### src/rtl/vfcm_pkg.sv
package vfcm_pkg;

	// section geometry
	localparam int SECTION_EDGE  = 16;
	localparam int SECTION_TOTAL = 16;

	// voxel queue between front and back
	localparam int QDEPTH = 4;
	localparam int QPTR_W = $clog2(QDEPTH);
	localparam int QCNT_W = $clog2(QDEPTH + 1);

	// configuration register indexes
	localparam logic [1:0] REG_CULL_ENABLE = 2'd0;
	localparam logic [1:0] REG_CHUNK_COL_X = 2'd1;
	localparam logic [1:0] REG_CHUNK_COL_Z = 2'd2;

	localparam int CFG_ADDR_W = 2;
	localparam int CFG_DATA_W = 21;

	localparam int NUM_FACES   = 6;
	localparam int IN_TDATA_W  = 32;
	localparam int OUT_TDATA_W = 112;

	typedef logic [2:0] ofs_t; // {dx, dy, dz}

	// corner offsets per face (top, bottom, north, south, west, east) and corner
	localparam ofs_t CORNER_OFS [0:NUM_FACES-1][0:3] = '{
		'{3'b011, 3'b111, 3'b110, 3'b010},
		'{3'b000, 3'b100, 3'b101, 3'b001},
		'{3'b010, 3'b110, 3'b100, 3'b000},
		'{3'b111, 3'b011, 3'b001, 3'b101},
		'{3'b011, 3'b010, 3'b000, 3'b001},
		'{3'b110, 3'b111, 3'b101, 3'b100}
	};

	// one classified voxel waiting for the emitter
	typedef struct packed {
		logic [25:0] base_x;
		logic [8:0]  base_y;
		logic [25:0] base_z;
		logic [7:0]  block_id;
		logic [5:0]  faces;
		logic        start;
	} vox_entry_t;

	// one vertex word
	typedef struct packed {
		logic [31:0] vertex_index;
		logic [7:0]  vertex_block_id;
		logic [1:0]  corner;
		logic [2:0]  face_dir;
		logic [25:0] vertex_z;
		logic [8:0]  vertex_y;
		logic [25:0] vertex_x;
		logic        last;
	} vertex_t;

endpackage

### src/rtl/vfcm_front.sv
module vfcm_front
	import vfcm_pkg::*;
(
	input  logic                  clk,
	input  logic                  arst_n,
	input  logic                  cfg_wr_en,
	input  logic [CFG_ADDR_W-1:0] cfg_addr,
	input  logic [CFG_DATA_W-1:0] cfg_wdata,
	input  logic                  in_valid,
	input  logic [IN_TDATA_W-1:0] in_data,
	input  logic                  q_full,
	output logic                  in_ready,
	output logic                  push,
	output vox_entry_t            entry
);

	logic              cull_enable_q;
	logic signed [20:0] chunk_col_x_q;
	logic signed [20:0] chunk_col_z_q;

	logic [3:0] lx, ly, lz, sec;
	logic [7:0] bid;
	logic       is_air, start, in_range;
	logic [5:0] open, faces;
	logic signed [31:0] col_x_ext, col_z_ext;
	logic [31:0] wx, wy, wz;

	always_ff @(posedge clk or negedge arst_n) begin
		if (!arst_n) begin
			cull_enable_q <= 1'b1;
			chunk_col_x_q <= '0;
			chunk_col_z_q <= '0;
		end else if (cfg_wr_en) begin
			case (cfg_addr)
				REG_CULL_ENABLE: cull_enable_q <= cfg_wdata[0];
				REG_CHUNK_COL_X: chunk_col_x_q <= cfg_wdata;
				REG_CHUNK_COL_Z: chunk_col_z_q <= cfg_wdata;
				default: ;
			endcase
		end
	end

	assign lx     = in_data[3:0];
	assign ly     = in_data[7:4];
	assign lz     = in_data[11:8];
	assign sec    = in_data[15:12];
	assign bid    = in_data[23:16];
	assign is_air = in_data[24];
	assign open   = in_data[30:25];
	assign start  = in_data[31];

	assign in_range = (32'(lx) < SECTION_EDGE) && (32'(ly) < SECTION_EDGE) &&
		(32'(lz) < SECTION_EDGE) && (32'(sec) < SECTION_TOTAL);

	always_comb begin
		if (is_air || !in_range)
			faces = '0;
		else if (cull_enable_q)
			faces = open;
		else
			faces = '1;
	end

	// world base corner, wrapped to the output widths
	assign col_x_ext = 32'(chunk_col_x_q);
	assign col_z_ext = 32'(chunk_col_z_q);
	assign wx = 32'(col_x_ext * SECTION_EDGE) + 32'(lx);
	assign wy = 32'(sec) * 32'(SECTION_EDGE) + 32'(ly);
	assign wz = 32'(col_z_ext * SECTION_EDGE) + 32'(lz);

	assign entry.base_x   = wx[25:0];
	assign entry.base_y   = wy[8:0];
	assign entry.base_z   = wz[25:0];
	assign entry.block_id = bid;
	assign entry.faces    = faces;
	assign entry.start    = start;

	// voxels that neither emit nor restart the count never enter the queue
	assign in_ready = !q_full;
	assign push     = in_valid && in_ready && ((faces != '0) || start);

endmodule

### src/rtl/vfcm_queue.sv
module vfcm_queue
	import vfcm_pkg::*;
(
	input  logic              clk,
	input  logic              arst_n,
	input  logic              push,
	input  vox_entry_t        push_entry,
	input  logic              pop,
	output logic              not_empty,
	output logic              full,
	output logic [QCNT_W-1:0] count,
	output vox_entry_t        head
);

	vox_entry_t              slot_q [QDEPTH];
	logic [QPTR_W-1:0]       wr_ptr_q, rd_ptr_q;
	logic [QCNT_W-1:0]       count_q;

	always_ff @(posedge clk) begin
		if (push)
			slot_q[wr_ptr_q] <= push_entry;
	end

	always_ff @(posedge clk or negedge arst_n) begin
		if (!arst_n) begin
			wr_ptr_q <= '0;
			rd_ptr_q <= '0;
			count_q  <= '0;
		end else begin
			if (push)
				wr_ptr_q <= (32'(wr_ptr_q) == QDEPTH - 1) ? '0 : wr_ptr_q + 1'b1;
			if (pop)
				rd_ptr_q <= (32'(rd_ptr_q) == QDEPTH - 1) ? '0 : rd_ptr_q + 1'b1;
			if (push && !pop)
				count_q <= count_q + 1'b1;
			else if (pop && !push)
				count_q <= count_q - 1'b1;
		end
	end

	assign head      = slot_q[rd_ptr_q];
	assign not_empty = (count_q != '0);
	assign full      = (32'(count_q) == QDEPTH);
	assign count     = count_q;

endmodule

### src/rtl/vfcm_back.sv
module vfcm_back
	import vfcm_pkg::*;
(
	input  logic       clk,
	input  logic       arst_n,
	input  logic       q_not_empty,
	input  vox_entry_t head,
	output logic       pop,
	output logic       out_valid,
	input  logic       out_ready,
	output vertex_t    out_word
);

	logic        act_q;
	logic [5:0]  mask_q;
	logic [1:0]  corner_q;
	logic [25:0] bx_q, bz_q;
	logic [8:0]  by_q;
	logic [7:0]  bid_q;
	logic [31:0] count_q;
	logic        out_valid_q;
	vertex_t     out_q;

	logic [2:0]  face;
	logic [5:0]  mask_clr;
	ofs_t        ofs;
	logic        last_v, emit;

	always_comb begin
		face = '0;
		for (int i = NUM_FACES - 1; i >= 0; i--) begin
			if (mask_q[i])
				face = 3'(i);
		end
	end

	assign ofs      = CORNER_OFS[face][corner_q];
	assign mask_clr = mask_q & ~(6'b1 << face);
	assign last_v   = (corner_q == 2'd3) && (mask_clr == '0);
	assign emit     = act_q && (!out_valid_q || out_ready);
	assign pop      = q_not_empty && (!act_q || (emit && last_v));

	always_ff @(posedge clk or negedge arst_n) begin
		if (!arst_n) begin
			act_q       <= 1'b0;
			mask_q      <= '0;
			corner_q    <= '0;
			count_q     <= '0;
			out_valid_q <= 1'b0;
		end else begin
			if (pop) begin
				act_q    <= (head.faces != '0);
				mask_q   <= head.faces;
				corner_q <= '0;
			end else if (emit) begin
				corner_q <= corner_q + 1'b1;
				if (corner_q == 2'd3)
					mask_q <= mask_clr;
				if (last_v)
					act_q <= 1'b0;
			end
			if (pop && head.start)
				count_q <= '0;
			else if (emit)
				count_q <= count_q + 1'b1;
			if (emit)
				out_valid_q <= 1'b1;
			else if (out_ready)
				out_valid_q <= 1'b0;
		end
	end

	always_ff @(posedge clk) begin
		if (pop) begin
			bx_q  <= head.base_x;
			by_q  <= head.base_y;
			bz_q  <= head.base_z;
			bid_q <= head.block_id;
		end
		if (emit) begin
			out_q.vertex_x        <= bx_q + 26'(ofs[2]);
			out_q.vertex_y        <= by_q + 9'(ofs[1]);
			out_q.vertex_z        <= bz_q + 26'(ofs[0]);
			out_q.face_dir        <= face;
			out_q.corner          <= corner_q;
			out_q.vertex_block_id <= bid_q;
			out_q.vertex_index    <= count_q;
			out_q.last            <= last_v;
		end
	end

	assign out_valid = out_valid_q;
	assign out_word  = out_q;

endmodule

### src/rtl/voxel_face_cull_mesher_unit.sv
// voxel face culling mesher
// input stream: one voxel word per handshake; the front classifies it (air,
// out of section, culling against neighbour_open) and forms its world base
// corner, then parks it in a four-entry queue if it has faces or mesh_start
// output stream: one vertex word per handshake, four per emitted face, faces
// in the order top, bottom, north, south, west, east; tlast marks the final
// vertex of a voxel
// path of a voxel: the queue slot, then the emitter's voxel registers, then
// the output register that offers its first vertex
// throughput: the emitter makes one vertex a cycle while the output register
// is free or being taken, four per emitted face; a voxel that emits nothing but
// carries mesh_start is still popped, any other empty voxel never enters the
// queue, and the input takes one word a cycle while the queue has room
// the emitter loads the next queued voxel in the cycle it sends the last
// vertex of the current one, so faces stream without gaps
// receiver stall: the output register holds its word; the emitter waits, the
// queue fills, then s_axis_tready drops
// reset: queue empty, vertex counter zero, culling on, chunk column at zero
// configuration is written through cfg_wr_en / cfg_addr / cfg_wdata while idle
module voxel_face_cull_mesher_unit
	import vfcm_pkg::*;
(
	input  logic                   clk,
	input  logic                   arst_n,
	// configuration write port
	input  logic                   cfg_wr_en,
	input  logic [CFG_ADDR_W-1:0]  cfg_addr,
	input  logic [CFG_DATA_W-1:0]  cfg_wdata,
	// voxel input
	input  logic                   s_axis_tvalid,
	output logic                   s_axis_tready,
	// local_x[3:0] local_y[7:4] local_z[11:8] section_number[15:12]
	// block_id[23:16] is_air[24] neighbour_open[30:25] mesh_start[31]
	input  logic [IN_TDATA_W-1:0]  s_axis_tdata,
	// vertex output
	output logic                   m_axis_tvalid,
	input  logic                   m_axis_tready,
	// vertex_x[25:0] vertex_y[34:26] vertex_z[60:35] face_dir[63:61]
	// corner[65:64] vertex_block_id[73:66] vertex_index[105:74] zero[111:106]
	output logic [OUT_TDATA_W-1:0] m_axis_tdata,
	output logic                   m_axis_tlast
);

	vox_entry_t        push_entry, head;
	logic              push, pop, q_full, q_not_empty;
	logic [QCNT_W-1:0] q_count;
	vertex_t           vtx;

	// front: config registers, classification, world base
	vfcm_front u_front (
		.clk       (clk),
		.arst_n    (arst_n),
		.cfg_wr_en (cfg_wr_en),
		.cfg_addr  (cfg_addr),
		.cfg_wdata (cfg_wdata),
		.in_valid  (s_axis_tvalid),
		.in_data   (s_axis_tdata),
		.q_full    (q_full),
		.in_ready  (s_axis_tready),
		.push      (push),
		.entry     (push_entry)
	);

	// decoupling queue
	vfcm_queue u_queue (
		.clk        (clk),
		.arst_n     (arst_n),
		.push       (push),
		.push_entry (push_entry),
		.pop        (pop),
		.not_empty  (q_not_empty),
		.full       (q_full),
		.count      (q_count),
		.head       (head)
	);

	// back: face walk, corner walk, vertex counter, output register
	vfcm_back u_back (
		.clk         (clk),
		.arst_n      (arst_n),
		.q_not_empty (q_not_empty),
		.head        (head),
		.pop         (pop),
		.out_valid   (m_axis_tvalid),
		.out_ready   (m_axis_tready),
		.out_word    (vtx)
	);

	assign m_axis_tdata = {6'b0, vtx.vertex_index, vtx.vertex_block_id, vtx.corner,
		vtx.face_dir, vtx.vertex_z, vtx.vertex_y, vtx.vertex_x};
	assign m_axis_tlast = vtx.last;

	// a voxel always closes on the fourth corner of a face
	a_last_on_corner3: assert property (@(posedge clk) disable iff (!arst_n)
		m_axis_tvalid && m_axis_tlast |-> m_axis_tdata[65:64] == 2'd3)
		else $error("tlast on a corner other than the fourth");

	a_face_range: assert property (@(posedge clk) disable iff (!arst_n)
		m_axis_tvalid |-> m_axis_tdata[63:61] <= 3'd5)
		else $error("face_dir out of range");

	// within a voxel, vertices follow each other without bubbles
	a_no_bubble: assert property (@(posedge clk) disable iff (!arst_n)
		m_axis_tvalid && m_axis_tready && !m_axis_tlast |=> m_axis_tvalid)
		else $error("gap inside a voxel's vertex run");

	a_queue_bound: assert property (@(posedge clk) disable iff (!arst_n)
		push |-> 32'(q_count) < QDEPTH)
		else $error("queue push while full");

endmodule

### config.mk
export PLATFORM = sky130hd
export DESIGN_NAME = voxel_face_cull_mesher_unit
export DESIGN_NICKNAME = d
export VERILOG_FILES = /design/src/rtl/vfcm_pkg.sv /design/src/rtl/vfcm_front.sv /design/src/rtl/vfcm_queue.sv /design/src/rtl/vfcm_back.sv /design/src/rtl/voxel_face_cull_mesher_unit.sv
export SDC_FILE = /design/constraint.sdc
export NUM_CORES = 1
export LEC_CHECK = 0
export ABC_AREA = 1
export CAP_MARGIN = 10
export CORE_MARGIN = 4
export CORE_UTILIZATION = 50
export CTS_CLUSTER_SIZE = 28
export DETAILED_ROUTE_END_ITERATION = 10
export DONT_BUFFER_PORTS = 1
export GPL_TIMING_DRIVEN = 0
export PLACE_DENSITY_LB_ADDON = 0.08
export SLEW_MARGIN = 40
export SYNTH_ARGS = -nofsm -noshare
export SYNTH_HDL_FRONTEND = slang
export SYNTH_HIERARCHICAL = 1
export SYNTH_SLANG_ARGS = --single-unit
### constraint.sdc
create_clock -name clk -period 8.35 [get_ports clk]
set_input_delay 0.835 -clock clk [delete_from_list [all_inputs] [get_ports clk]]
set_output_delay 0.835 -clock clk [all_outputs]
set_load 0.02 [all_outputs]
# Yosys cells after proc, flatten, opt, wreduce, memory -nomap -nowiden
# Memories as Yosys holds them, arrays and structs flattened.
# Cells that the tools add are included.
[op_classes]
n_addsub = 12
n_lt_le_gt_ge = 2
n_eq_ne = 6
shifts = 1
n_mux = 31
n_bitwise = 4
n_reduce_logical = 33
[op_table]
columns = ["op", "n"]
rows = [
  ["2-to-1 mux 32 bit", 2],
  ["adder 25 x 5 -> 26 bit", 2],
  ["adder 26 x 1 -> 26 bit", 2],
  ["adder 32 x 1 -> 32 bit, second input constant", 1],
  ["2-to-1 mux 3 bit", 10],
  ["2-to-1 mux 6 bit", 5],
  ["2-to-1 mux 12 bit", 2],
  ["nonzero test 2 bit", 6],
  ["nonzero test 6 bit", 2],
  ["AND reduction 2 bit", 5],
  ["adder 8 x 4 -> 9 bit", 1],
  ["adder 9 x 1 -> 9 bit", 1],
  ["logical AND 1 bit", 9],
  ["== test 2 bit, second input constant", 4],
  ["2-to-1 mux 2 bit", 4],
  ["2-to-1 mux 1 bit", 7],
  ["adder 2 x 1 -> 2 bit, second input constant", 3],
  ["AND 6 bit", 1],
  ["binary-select mux 3 bit (select 2 bit)", 1],
  ["zero test 6 bit", 1],
  ["NOT 6 bit", 1],
  ["left shift 1 x 3 -> 6 bit, first input constant", 1],
  ["zero test 1 bit", 5],
  ["greater-or-equal comparator 4 bit, second input constant", 1],
  ["10 further kinds", 12],
]
[totals]
regBits = 268
ram_bits = 304
rom_bits = 96
inputBits = 60
wordCells = 114
memories = 2
[memory_table]
columns = ["memory", "depth", "width", "rd", "rd_clocked_by_memory_dff", "wr", "line", "text"]
rows = [
  ["u_queue.slot_q", 4, 76, 1, 0, 1, "vfcm_queue.sv:15", "vox_entry_t slot_q [QDEPTH];"],
  ["(name not given)", 8, 12, 1, 0, 0, "vfcm_back.sv:37", "assign ofs = CORNER_OFS[face][corner_q];"],
]

# Depth between registers and ports, before layout
# Gate-level depths: netlist of run 1.
[logic_depth]
word_depth = 17
mapped_depth = 23

# Cells and area by module
# Netlist of run 1, hierarchy kept.
[modules_own_cells]
columns = ["mod", "n_inst", "cells_per_inst", "area_per_inst_um2"]
rows = [
  ["vfcm_queue", 1, 940, 12428.2],
  ["vfcm_back", 1, 805, 9422.8],
  ["vfcm_front", 1, 224, 2040.7],
  ["voxel_face_cull_mesher_unit", 1, 7, 48.8],
]

# Worst setup path before layout of run 1
# Ideal clock, no wire load.
[synth_timing]
path_kind = "register to register"
start = "reg u_back.mask_q[5]"
end = "reg u_queue.count_q[1] (netlist: u_queue/count[1])"
setup_time_ps = 117
t_arrival_ps = 6281
required_time_ps = 8233
setup_slack_ps = 1952
path_stages_with_launch = 18
n_path_buf = 0
period_less_slack_ps = 6398
path_cell_list = "dfrtp_1 > nand2_1 > nand2_1 > nand2_1 > nand2_1 > nand2_1 > ha_1 > nor2_1 > or2_2 > nor2_1 > nand3_2 > a21oi_1 > inv_1 > ha_1 > inv_1 > fa_1 > nand2_1 > nand2_1"
[synth_between]
elab_chain_len = 17
word_cells_on_any_way = 19
cone_classes = "1 x shift; 7 x mux; 2 x bitwise; 9 x reduce/logical"
[synth_lines]
columns = ["element", "line", "text"]
rows = [
  ["start: declaration", "vfcm_back.sv:15", "logic [5:0] mask_q;"],
  ["start signal: assignment", "vfcm_back.sv:53", "mask_q <= head.faces;"],
  ["start signal: assignment", "vfcm_back.sv:58", "mask_q <= mask_clr;"],
  ["2-to-1 mux 3 bit (6 in series)", "vfcm_back.sv:32", "if (mask_q[i])"],
  ["left shift 1 x 3 -> 6 bit", "vfcm_back.sv:38", "assign mask_clr = mask_q & ~(6'b1 << face);"],
  ["NOT 6 bit", "vfcm_back.sv:38", ""],
  ["AND 6 bit *", "vfcm_back.sv:38", ""],
  ["zero test 6 bit *", "vfcm_back.sv:39", "assign last_v = (corner_q == 2'd3) && (mask_clr == '0);"],
  ["logical AND 1 bit *", "vfcm_back.sv:39", ""],
  ["logical AND 1 bit *", "vfcm_back.sv:41", "assign pop = q_not_empty && (!act_q || (emit && last_v));"],
  ["logical OR 1 bit *", "vfcm_back.sv:41", ""],
  ["logical AND 1 bit *", "vfcm_back.sv:41", ""],
  ["net pop", "voxel_face_cull_mesher_unit.sv:45", "logic push, pop, q_full, q_not_empty;"],
  ["zero test 1 bit", "vfcm_queue.sv:34", "if (push && !pop)"],
  ["logical AND 1 bit", "vfcm_queue.sv:34", ""],
  ["2-to-1 mux 3 bit or nonzero test 2 bit (tied branches)", "-", ""],
  ["end signal: assignment", "vfcm_queue.sv:35", "count_q <= count_q + 1'b1;"],
  ["end signal: assignment", "vfcm_queue.sv:37", "count_q <= count_q - 1'b1;"],
  ["end: declaration", "vfcm_queue.sv:17", "logic [QCNT_W-1:0] count_q;"],
]
# The timed path passes the listed nets; every way through them passes the cells marked *.
# A chain may end at the register's enable or synchronous reset.

# Worst setup path in the final report of run 1
[layout_timing]
start = "reg u_back.mask_q[4]"
end = "reg u_back.out_q, in the netlist u_back/out_word[58] (data pin)"
[layout_between]
elab_chain_len = 13
[layout_lines]
columns = ["element", "line", "text"]
rows = [
  ["2-to-1 mux 3 bit (5 in series)", "vfcm_back.sv:32", ""],
  ["net u_back.face[0]", "vfcm_back.sv:24", "logic [2:0] face;"],
  ["NOT 3 -> 4 bit (implied by the code)", "vfcm_back.sv:37", ""],
  ["memory read (8 x 12 bit)", "-", ""],
  ["2-to-1 mux 12 bit (implied by the code) (2 in series)", "vfcm_back.sv:37", ""],
  ["binary-select mux 3 bit (select 2 bit)", "vfcm_back.sv:37", ""],
  ["2-to-1 mux 3 bit (implied by the code) (2 in series)", "vfcm_back.sv:37", ""],
  ["adder 26 x 1 -> 26 bit", "vfcm_back.sv:83", "out_q.vertex_z <= bz_q + 26'(ofs[0]);"],
  ["end: declaration", "vfcm_back.sv:22", "vertex_t out_q;"],
]
# The timed path passes the listed nets, and every way through them passes these cells. The select of a mux whose other input is x is not followed.

==> metrics.md, run 1 <==
| Metric | Value |
|---|---|
| Register area share after synthesis | `69.8%` |
| Slowest CP cell | `a21oi_1` |
| Avg Cell Area, Syn | `12.1 um2` |
| Critical path, cell by cell | `inv_1 > nand2_1 > nand2_1 > nand2_1 > nand2_1 > nand2_1 > inv_1 > ha_1 > a21oi_1 > a21oi_1 > ha_1 > ha_1 > nand2_1 > nor2_2 > nand3_2 > nor2_2 > nand2_2 > nor2_4 > nand2_2 > nor2_4 > nand3_1 > nand2_1 > nand2_1` |
| Final setup vio count | `0` |
| Synth unique cells | `43` |
| Die area | `51400 um2` |
| First-pass detailed-route iteration total | `7` |
| Register Area | `16700 um2` |
| First-pass GRT wire length | `78.7 mm` |
| Post-Syn Instances | `1976` |
| Area Growth Syn to Fin | `12.7%` |
| Worst vdd ir | `0.000198 V` |
| GPL Wtd Cong | `0.860` |
| Gr ovfl total | `0` |
| Final worst clock skew | `0.0218 ns` |
| WP data required | `8.70 ns` |
| Unrepaired setup endpoints after global routing | `false` |
| Initial antenna violation count | `2` |
| Clk Latency, worst-skew pair | `0.62 ns` |
| DP Wirelength | `33.7 mm` |
| Max-cap violations | `0` |
| Fin. max-slew vios | `0` |
| Crit Path Category | `register to register` |
| Setup WS pre-CTS | `4.40 ns` |
| Buffers on Ports | `0` |
| Final #Nets | `2131` |
| Antenna diode count | `0` |
| Critical path arrival | `4.28 ns` |
| CP startpoint kind | `register` |
| Multi-input gate area | `5310 um2` |
| Register bit total from synthesis | `572` |
| Primary FF master, synth | `edfxtp_1` |
| Pleak | `11.2 nW` |
| Post-synth EDFFs | `480` |
| Tcrit/Tclk final | `47.1%` |
| Rel. slew slack | `54.6%` |
| Most common cell after layout, fill and taps aside | `edfxtp_1` |
| Pwr dens | `329 nW/um2` |
| Clock-pin slew on the worst setup and hold paths | `0.06 ns` |
| Number of global-route vias before repair | `13900` |
| Maximum net fanout on the critical path | `5` |
| # DRC | `0` |
| Setup_tns | `0 ns` |
| Root buf cell | `clkbuf_16` |
| Critical Path End Type | `register` |
| Final Hold Fails | `0` |
| Yosys warns | `6` |
| Ys async rst share | `16.1%` |
| Worst Reg-to-Reg Cells | `23` |
| CTS sink cnt | `572` |
| Most frequent cells in the layout | `edfxtp_1, nand2_1, inv_1` |
| Largest net degree at the start of global routing | `117` |
| Share of layout cells above drive strength 1 | `12.4%` |
| Core ar. | `47000 um2` |
| Die width | `227 um` |
| Synthesized cell area | `23900 um2` |
| IO Pins | `175` |
| Routed WL per cell | `19.0 um` |
| CTS tree | `built` |
| Max stage delay on crit path | `0.42 ns` |
| Cell mode on critical path | `nand2_1` |
| Outcome | `finished clean` |
| Via Count | `13900` |
| Worst-margin pin slew | `0.681 ns` |
| Peak Freq | `254 MHz` |
| WL final | `51.5 mm` |
| Number of H-tree levels | `2` |
| Tightest Hold Check Type | `input port to async pin` |
| Filler instances | `3786` |
| 1st-iter DRT viols | `925` |
| TritonCTS buffer count | `58` |
| ANT nets after route | `0` |
| GRT Overall Usage | `20.1%` |
| Starting Density | `51.0%` |
| Die Ht | `227 um` |
| Final worst path period need | `3.93 ns` |
| FP Rows | `79` |
| CTS Buffer Depth | `3` |
| Number of vias per cell | `5.14` |
| Final worst setup slack | `4.42 ns` |
| # resized after CTS | `0` |
==> cells by family (layout without fill, tap and decap cells) <==
family / count (synthesis) / count (layout) / synth area share [%]
simple gates: 655 / 655 / 11.8
flops: 572 / 572 / 69.8
buf+inv: 433 / 554 / 8.11
compound gates: 223 / 223 / 6.59
xor+xnor: 72 / 72 / 2.63
fa+ha+maj: 19 / 19 / 1.02
other cells: 2 / 7 / 0.0314
==> registers in the layout (all words and copies together), names as in the netlist <==
| name | cells |
|---|---|
| u_back/bz_q | 26 |
| u_back/out_valid | 1 |
| u_front/cull_enable_q | 1 |
| u_back/bid_q | 8 |
| u_back/bx_q | 26 |
| u_queue/slot_q | 304 |
| u_back/act_q | 1 |
| u_back/mask_q | 6 |
| u_back/count_q | 32 |
| u_front/chunk_col_z_q | 21 |
| u_queue/wr_ptr_q | 2 |
| u_queue/count | 3 |
| u_front/chunk_col_x_q | 21 |
| u_back/corner_q | 2 |
| u_queue/rd_ptr_q | 2 |
| u_back/out_word | 107 |
| u_back/by_q | 9 |
==> power by group <==
group	total [mW]	switching, mW	internal [mW]
Clock	2.64	1.07	1.57
Sequential	4.22	0.384	3.84
Combinational	2.01	1.39	0.622
==> layer usage <==
metal / routed length (um) / up-vias / track usage (%) / share of wire, %
li1: - / 6766 / - / -
met2: 25500 / 337 / 34.6 / 49
met3: 2760 / 86 / 3.78 / 5.4
met4: 1350 / 4 / 6.62 / 2.6
met5: 20 / - / 0 / 0.039
met1: 21900 / 6730 / 25.8 / 43
==> worst max-delay path, delay by kind of cell (launching register included) <==
family | cells | cell delay [ns]
AO/OA/AOI/OAI | 2 | 0.48
adder cells (fa/ha/maj) | 3 | 0.90
buffers and inverters | 2 | 0.20
flip-flops | 1 | 0.38
AND/OR/NAND/NOR | 16 | 1.70
==> path summary, 6_finish.rpt <==
path,from,to,slack [ns]
setup / recovery,u_back/mask_q[4],u_back/out_word[58],4.42
hold / removal,arst_n,u_front/cull_enable_q,0.07
setup reg to reg,u_back/mask_q[4],u_back/out_word[58],4.42
hold reg to reg,u_back/bid_q[0],u_back/out_word[67],0.42
max in group asynchronous,arst_n,u_front/chunk_col_z_q[10],7.77
min in group clk,cfg_wdata[19],u_front/chunk_col_x_q[19],0.40
==> cells in the mapped netlist, types with 2 or more instances <==
cell,n,area (um2)
a21oi_1,13,65.1
buf_2,25,125
buf_4,52,390
buf_6,12,135
clkbuf_1,7,26.3
conb_1,2,7.51
dfrtp_1,91,2280
edfxtp_1,480,14400
ha_1,18,225
inv_1,330,1240
inv_2,5,18.8
nand2_1,461,1730
nand2_2,6,37.5
nand3_1,48,240
nand3_2,7,70.1
nand4_1,23,144
nor2_1,55,206
nor2_2,13,81.3
nor2_4,7,78.8
nor3_1,20,100
nor3_2,2,20.0
nor4_1,6,37.5
o211ai_1,152,1140
o21ai_0,8,40.0
o21ai_1,29,145
o21ai_2,16,140
o21bai_1,2,15.0
xnor2_1,18,158
xor2_1,54,473
==> area by class of cell <==
type | instances | area share, %
Inverter | 336 | 4.78
Sequential cell | 572 | 62.0
Clock inverter | 35 | 1.41
Tap cell | 607 | 2.82
Clock buffer | 75 | 5.92
Buffer | 97 | 2.54
Timing Repair Buffer | 11 | 0.890
Multi-Input combinational cell | 976 | 19.7
==> per-stage QoR <==
stage	area (um2)	cells	hold slack [ns]	util, %	total power [mW]
floorplan	24000	1981	0.400	-	5.55
global placement	24700	2588	0.405	52.6	6.26
global route	27000	2709	0.0301	57.5	9.35
finish	27000	2709	0.0689	57.5	8.87
CTS	27000	2708	0.0256	57.4	8.97
detailed placement	24900	2597	0.405	53.1	6.30
==> repair_timing <==
item	4_1_cts	5_1_grt
setup buffers	0	0
hold endpoints to repair	91	0
hold buffers	1	0
Note: power is estimated with default switching activity, not from simulation.
==> run 2: changes to the inputs <==
ABC_AREA = 0   (was 1)
clock period = 3.2 ns   (was 8.35 ns; I/O delays follow)
==> metrics.md, run 2 <==
| Metric | Value |
|---|---|
| Outcome | `complete, but fails checks (was finished clean)` |
| Failing checks | `setup timing` |
| Synthesized cell area | `22200 um2 (was 23900 um2)` |
| Commonest cells in the netlist | `edfxtp_1, dfrtp_1, mux4_2 (was edfxtp_1, nand2_1, inv_1)` |
| First-pass GRT wire length | `66.6 mm (was 78.7 mm)` |
| Number of global-route vias before repair | `10900 (was 13900)` |
| Number of flip-flops under the largest register name | `304 (unchanged)` |
| Max stage delay on crit path | `0.45 ns (was 0.42 ns)` |
| Area leader, netlist | `edfxtp_1 (unchanged)` |
| Number of H-tree levels | `2 (unchanged)` |
| Slowest CP cell | `dfrtp_2 (was a21oi_1)` |
| FP Rows | `76 (was 79)` |
| Share of layout cells above drive strength 1 | `28.9% (was 12.4%)` |
| Rel. slew slack | `49.6% (was 54.6%)` |
| Final Hold Fails | `0 (unchanged)` |
| Die Ht | `219 um (was 227 um)` |
| Starting Density | `51.0% (about the same)` |
| IO Pins | `175 (unchanged)` |
| WP data required | `3.69 ns (was 8.70 ns)` |
| Final worst clock skew | `0.0175 ns (was 0.0218 ns)` |
| First-pass detailed-route iteration total | `5 (was 7)` |
| Most flops, register | `u_queue/slot_q (unchanged)` |
| Primary FF master, synth | `edfxtp_1 (unchanged)` |
| Final worst setup slack | `-0.0428 ns (was 4.42 ns)` |
| Final worst path period need | `3.24 ns (was 3.93 ns)` |
| Root buf cell | `clkbuf_16 (unchanged)` |
| Critical Path End Type | `register (unchanged)` |
| Total power | `21.3 mW (was 8.87 mW)` |
| Placement-stage cell area | `23200 um2 (was 24900 um2)` |
| Peak Freq | `308 MHz (was 254 MHz)` |
| Critical path, cell by cell | `nand2b_4 > a21o_1 > a21oi_4 > buf_4 > inv_2 > ha_4 > nor2b_1 > a2111o_1 > o41ai_4 > clkbuf_16 > inv_8 > ha_4 > inv_2 > fa_1 > mux2_4 (was inv_1 > nand2_1 > nand2_1 > nand2_1 > nand2_1 > nand2_1 > inv_1 > ha_1 > a21oi_1 > a21oi_1 > ha_1 > ha_1 > nand2_1 > nor2_2 > nand3_2 > nor2_2 > nand2_2 > nor2_4 > nand2_2 > nor2_4 > nand3_1 > nand2_1 > nand2_1)` |
| Routed WL per cell | `22.3 um (was 19.0 um)` |
| Maximum net fanout on the critical path | `5 (unchanged)` |
| Pleak | `9.51 nW (was 11.2 nW)` |
| Register area share after synthesis | `75.4% (was 69.8%)` |
| Ys async rst share | `16.1% (unchanged)` |
| Clk Latency, worst-skew pair | `0.61 ns (was 0.62 ns)` |
| Worst Reg-to-Reg Cells | `15 (was 23)` |
| Core ar. | `43500 um2 (was 47000 um2)` |
| Unrepaired setup endpoints after global routing | `true (was false)` |
| Final setup vio count | `10 (was 0)` |
| Avg Cell Area, Syn | `19.0 um2 (was 12.1 um2)` |
| Clock-pin slew on the worst setup and hold paths | `0.06 ns (about the same)` |
| Most frequent cell after synthesis | `edfxtp_1 (unchanged)` |
| Final #Nets | `1411 (was 2131)` |
| ANT nets after route | `0 (unchanged)` |
| Tcrit/Tclk final | `101% (was 47.1%)` |
| Synth unique cells | `54 (was 43)` |
| Worst vdd ir | `0.000485 V (was 0.000198 V)` |
| GPL Wtd Cong | `0.769 (was 0.860)` |
| Largest net degree at the start of global routing | `93 (was 117)` |
| Yosys warns | `6 (unchanged)` |
| Pwr dens | `802 nW/um2 (was 329 nW/um2)` |
| Via Count | `10500 (was 13900)` |
| Number of vias per cell | `5.36 (was 5.14)` |
| Most frequent cells in the layout | `edfxtp_1, dfrtp_1, mux4_2 (was edfxtp_1, nand2_1, inv_1)` |
| Fin. max-slew vios | `0 (unchanged)` |
| Post-Syn Instances | `1164 (was 1976)` |
| Tightest Hold Check Type | `input port to register (was input port to async pin)` |
| Gr ovfl total | `0 (unchanged)` |
| Critical path arrival | `3.73 ns (was 4.28 ns)` |
| Final Cell Area | `26500 um2 (was 27000 um2)` |
| CTS tree | `built (unchanged)` |
| Setup_tns | `-0.272 ns (was 0 ns)` |
| CTS sink cnt | `572 (unchanged)` |
| GRT Overall Usage | `18.6% (was 20.1%)` |
| DP Wirelength | `26.1 mm (was 33.7 mm)` |
| Setup WS pre-CTS | `-1.22 ns (was 4.40 ns)` |
| Die width | `219 um (was 227 um)` |
| Max-cap violations | `0 (unchanged)` |
| Synth top area share | `65.0% (was 60.2%)` |
| Die area | `47800 um2 (was 51400 um2)` |
| 1st-iter DRT viols | `741 (was 925)` |
| Crit Path Category | `register to register (unchanged)` |
| Register bit total from synthesis | `572 (unchanged)` |
| Cell depth of the worst min-delay path | `2` |
| Most common cell after layout, fill and taps aside | `edfxtp_1 (unchanged)` |
| Area Growth Syn to Fin | `19.7% (was 12.7%)` |
| WL final | `43.9 mm (was 51.5 mm)` |
| CP startpoint kind | `register (unchanged)` |
| Hold Slack | `0.0499 ns (was 0.0689 ns)` |
| TritonCTS buffer count | `58 (unchanged)` |
| # DRC | `0 (unchanged)` |
| Post-synth EDFFs | `480 (unchanged)` |
| Dominant cells by area after synthesis | `edfxtp_1, dfrtp_1, mux4_2 (was edfxtp_1, dfrtp_1, nand2_1)` |
| Initial antenna violation count | `4 (was 2)` |
| Worst-margin pin slew | `0.756 ns (was 0.681 ns)` |
| CTS Buffer Depth | `3 (unchanged)` |
| Buffers on Ports | `0 (unchanged)` |
run 2: worst max-delay path, delay by kind of cell, from the launching register on:
| family | cells | cell delay (ns) |
|---|---|---|
| compound gates | 4 | 1.06 |
| fa+ha+maj | 3 | 0.68 |
| buf+inv | 5 | 0.56 |
| flops | 1 | 0.45 |
| simple gates | 2 | 0.12 |
| mux | 1 | 0.27 |
run 2: repair_timing:
| item | CTS | global route |
|---|---|---|
| pin swaps | 20 | 20 |
| setup buffers | 21 | 16 |
| hold buffers | 54 | 0 |
| endpoints found under the setup margin | 40 | 101 |
| gates resized for setup | 54 | 33 |
| hold endpoints to repair | 259 | 0 |
| gates cloned | 3 | 0 |
run 2: stage by stage:
stage | utilization [%] | instances
floorplan | - | 1169
global placement | 52.8 | 1754
detailed placement | 53.3 | 1763
CTS | 60.4 | 1951
global route | 61.0 | 1968
finish | 61.0 | 1968
run 2: area by class of cell:
| cell class | instances | area, um2 |
|---|---|---|
| antenna | 1 | 2.50 |
| inverter | 26 | 120 |
| multi-input combinational | 505 | 5240 |
| clock inverter | 36 | 399 |
| sequential | 572 | 16700 |
| buffer | 66 | 536 |
| fill | 3138 | 16900 |
| timing repair buffer | 103 | 1150 |
| tap | 585 | 732 |
| clock buffer | 74 | 1610 |
run 2: metal layers:
layer | global-route usage, % | part of all wire, %
met1 | 26.2 | 43
met2 | 29.8 | 48
met4 | 5.75 | 2.4
met5 | 0 | 0.078
met3 | 3.88 | 6.1
run 2: kinds of logic (layout without fill, tap and decap cells):
kind of cell	count (synthesis)	after routing	share of synthesized area (%)
DFF	572	572	75.4
and+or+nand+nor	225	225	5.47
buffers and inverters	92	305	2.77
AOI/OAI and AO/OA	43	43	1.25
muxes	122	122	10.4
other	2	8	0.0339
xor gates and xnor gates	89	89	3.52
adders and majority gates	19	19	1.11
run 2: path summary, 6_finish.rpt:
check / startpoint / to / slack [ns]
max: u_back/mask_q[5] / u_queue/count[1] / -0.04
min in group asynchronous: arst_n / u_back/count_q[21] / 0.36
min: s_axis_tdata[26] / u_queue/slot_q[3][2] / 0.05
min reg2reg: u_back/bid_q[5] / u_back/out_word[72] / 0.42
max in group asynchronous: arst_n / u_front/chunk_col_z_q[12] / 2.40
max reg2reg: u_back/mask_q[5] / u_queue/count[1] / -0.04
run 2: report_power, final:
group | switching [mW] | total (mW) | internal, mW
combinational | 2.07 | 3.97 | 1.90
sequential | 0.710 | 10.3 | 9.61
clock | 2.78 | 6.99 | 4.21
total | 5.56 | 21.3 | 15.7
==> run 3: changes to the inputs <==
--- a/config.mk
+++ b/config.mk
@@ -18,4 +18,3 @@
 export SYNTH_ARGS = -nofsm -noshare
 export SYNTH_HDL_FRONTEND = slang
-export SYNTH_HIERARCHICAL = 1
 export SYNTH_SLANG_ARGS = --single-unit
==> constraint.sdc (replaced) <==
create_clock -name clk -period 3.2 [get_ports clk]
set_input_delay 0.64 -clock clk [delete_from_list [all_inputs] [get_ports clk]]
set_output_delay 0.64 -clock clk [all_outputs]
set_load 0.02 [all_outputs]
==> metrics.md, run 3 <==
| Metric | Value |
|---|---|
| Filler instances | `3209 (was 3138)` |
| Number of vias per cell | `5.57 (was 5.36)` |
| Clock-pin slew on the worst setup and hold paths | `0.06 ns (about the same)` |
| Number of flip-flops under the largest register name | `292 (was 304)` |
| Final Cell Area | `24300 um2 (was 26500 um2)` |
| Number of global-route vias before repair | `10300 (was 10900)` |
| WP data required | `3.53 ns (was 3.69 ns)` |
| # DRC | `0 (unchanged)` |
| Pwr dens | `845 nW/um2 (was 802 nW/um2)` |
| Most common cell after layout, fill and taps aside | `edfxtp_1 (unchanged)` |
| Avg Cell Area, Syn | `19.0 um2 (about the same)` |
| Most frequent cells in the layout | `edfxtp_1, dfrtp_1, mux4_2 (unchanged)` |
| Placement-stage cell area | `22200 um2 (was 23200 um2)` |
| Clk Latency, worst-skew pair | `0.59 ns (was 0.61 ns)` |
| Setup WS pre-CTS | `-0.858 ns (was -1.22 ns)` |
| Crit Path Category | `register to register (unchanged)` |
| 1st-iter DRT viols | `627 (was 741)` |
| Pleak | `8.37 nW (was 9.51 nW)` |
| CTS Buffer Depth | `3 (unchanged)` |
| Final Hold Fails | `0 (unchanged)` |
| CTS tree | `built (unchanged)` |
| Peak Freq | `323 MHz (was 308 MHz)` |
| Core ar. | `42000 um2 (was 43500 um2)` |
| Buffers on Ports | `0 (unchanged)` |
| Final setup vio count | `0 (was 10)` |
| Ys async rst share | `16.5% (was 16.1%)` |
| DP Wirelength | `26.1 mm (about the same)` |
| Maximum net fanout on the critical path | `5 (unchanged)` |
| Fin. max-slew vios | `0 (unchanged)` |
| CTS sink cnt | `557 (was 572)` |
| Commonest cells in the netlist | `edfxtp_1, dfrtp_1, mux4_2 (unchanged)` |
| Tcrit/Tclk final | `96.8% (was 101%)` |
| Dominant cells by area after synthesis | `edfxtp_1, dfrtp_1, mux4_2 (unchanged)` |
| Final worst setup slack | `0.102 ns (was -0.0428 ns)` |
| Worst-margin pin slew | `0.795 ns (was 0.756 ns)` |
| Tightest Hold Check Type | `input port to register (unchanged)` |
| Outcome | `finished clean (was complete, but fails checks)` |
| Routed WL per cell | `23.3 um (was 22.3 um)` |
| Share of layout cells above drive strength 1 | `23.7% (was 28.9%)` |
| Final worst clock skew | `0.0180 ns (was 0.0175 ns)` |
| CP startpoint kind | `register (unchanged)` |
| Die area | `45900 um2 (was 47800 um2)` |
| Starting Density | `50.6% (was 51.0%)` |
| Gr ovfl total | `0 (unchanged)` |
| Most flops, register | `u_queue.slot_q (was u_queue/slot_q)` |
| First-pass GRT wire length | `64.1 mm (was 66.6 mm)` |
| Post-synth EDFFs | `465 (was 480)` |
| Area leader, netlist | `edfxtp_1 (unchanged)` |
| Final worst path period need | `3.10 ns (was 3.24 ns)` |
| IO Pins | `175 (unchanged)` |
| Initial antenna violation count | `0 (was 4)` |
| Rel. slew slack | `47.0% (was 49.6%)` |
| Largest net degree at the start of global routing | `93 (unchanged)` |
| Yosys warns | `0 (was 6)` |
| Area Growth Syn to Fin | `14.2% (was 19.7%)` |
| FP Rows | `75 (was 76)` |
| First-pass detailed-route iteration total | `5 (unchanged)` |
| Synth top area share | `65.7% (was 65.0%)` |
| Synth unique cells | `56 (was 54)` |
| Number of H-tree levels | `2 (unchanged)` |
| ANT nets after route | `0 (unchanged)` |
| Root buf cell | `clkbuf_16 (unchanged)` |
| GPL Wtd Cong | `0.764 (was 0.769)` |
| Max-cap violations | `0 (unchanged)` |
| Critical Path End Type | `register (unchanged)` |
| Worst vdd ir | `0.000415 V (was 0.000485 V)` |
| Post-Syn Instances | `1120 (was 1164)` |
| Synthesized cell area | `21300 um2 (was 22200 um2)` |
| Antenna diode count | `0 (was 1)` |
| Primary FF master, synth | `edfxtp_1 (unchanged)` |
| Critical path arrival | `3.43 ns (was 3.73 ns)` |
| TritonCTS buffer count | `56 (was 58)` |
| WL final | `41.8 mm (was 43.9 mm)` |
| Hold Slack | `0.137 ns (was 0.0499 ns)` |
| Final #Nets | `1289 (was 1411)` |
| Die Ht | `214 um (was 219 um)` |
| Die width | `214 um (was 219 um)` |
| Register bit total from synthesis | `557 (was 572)` |
| Most frequent cell after synthesis | `edfxtp_1 (unchanged)` |
| GRT Overall Usage | `18.4% (was 18.6%)` |
| Register area share after synthesis | `76.5% (was 75.4%)` |
| Via Count | `9992 (was 10500)` |
==> run 3: final cells by class <==
class	count	area, um2	area share (%)
Sequential cell	557	16300	67.0
Multi-Input combinational cell	499	4820	19.9
Clock buffer	72	1480	6.10
Tap cell	539	674	2.78
Timing Repair Buffer	28	414	1.70
Clock inverter	31	299	1.23
Buffer	40	234	0.963
Inverter	27	101	0.417
==> run 3: cell families (layout without fill, tap and decap cells) <==
family          after synthesis  in the layout  share of synthesized area, %
flops                       557            557                          76.5
fa+ha+maj                    20             20                          1.21
other cells                   1              6                        0.0176
xor+xnor                     84             84                          3.46
compound gates               43             43                          1.26
simple gates                219            219                          5.48
buf+inv                      69            198                          1.49
mux                         127            127                          10.6
==> run 3: where the power goes <==
group / internal (mW) / leakage, nW / switching, mW / total (mW)
clock: 3.74 / 0.876 / 2.63 / 6.37
combinational: 1.82 / 2.02 / 2.07 / 3.88
sequential: 9.47 / 5.48 / 0.822 / 10.3
total: 15.0 / 8.37 / 5.52 / 20.5
==> run 3: routing by layer <==
metal  vias to the layer above  global-route usage (%)  routed length (um)
met5                         -                       0                   0
li1                       4545                       -                   -
met2                       217                    31.0               21200
met3                        59                    3.87                2150
met4                         0                    5.14                 862
met1                      5171                    24.8               17600
==> run 3: path summary, 6_finish.rpt <==
kind / slack (ns) / cells after the start / to / startpoint
worst max-delay path: 0.10 / 14 / u_back.out_word[54] / u_back.mask_q[3]
worst min-delay path: 0.14 / 0 / u_queue.slot_q[0][48] / s_axis_tdata[15]
worst max register to register: 0.10 / 14 / u_back.out_word[54] / u_back.mask_q[3]
worst min register to register: 0.42 / 0 / u_back.out_word[67] / u_back.bid_q[0]
max in group asynchronous: 2.07 / 2 / u_front.chunk_col_x_q[5] / arst_n
min in group asynchronous: 0.62 / 2 / u_back.mask_q[0] / arst_n
==> run 3: timing repair <==
| item | in CTS | in global routing |
|---|---|---|
| cloned | 2 | 0 |
| setup endpoints to repair | 43 | 21 |
| setup buffers | 8 | 6 |
| pin swaps | 4 | 4 |
| hold endpoints to repair | 92 | 0 |
| hold buffers | 2 | 0 |
| gates resized for setup | 17 | 16 |
==> run 3: through the flow <==
stage	setup TNS (ns)	instances	total power [mW]	utilization (%)
finish	0	1793	20.5	57.8
global route	-0.0935	1793	21.6	57.8
CTS	0	1787	20.7	57.6
detailed placement	-10.94	1674	14.1	52.8
global placement	-244.81	1664	14.0	52.3
floorplan	0	1125	12.9	-
==> run 3: critical path, stage by stage (launching register included) <==
cell,delay (ns)
dfrtp_2,0.45
inv_2,0.11
a21oi_4,0.07
o21bai_4,0.19
inv_2,0.08
ha_2,0.31
nor3_1,0.04
a31oi_1,0.19
o311a_1,0.20
ha_2,0.20
ha_2,0.20
and3_4,0.25
and4_4,0.26
nand3_1,0.12
xnor2_2,0.17
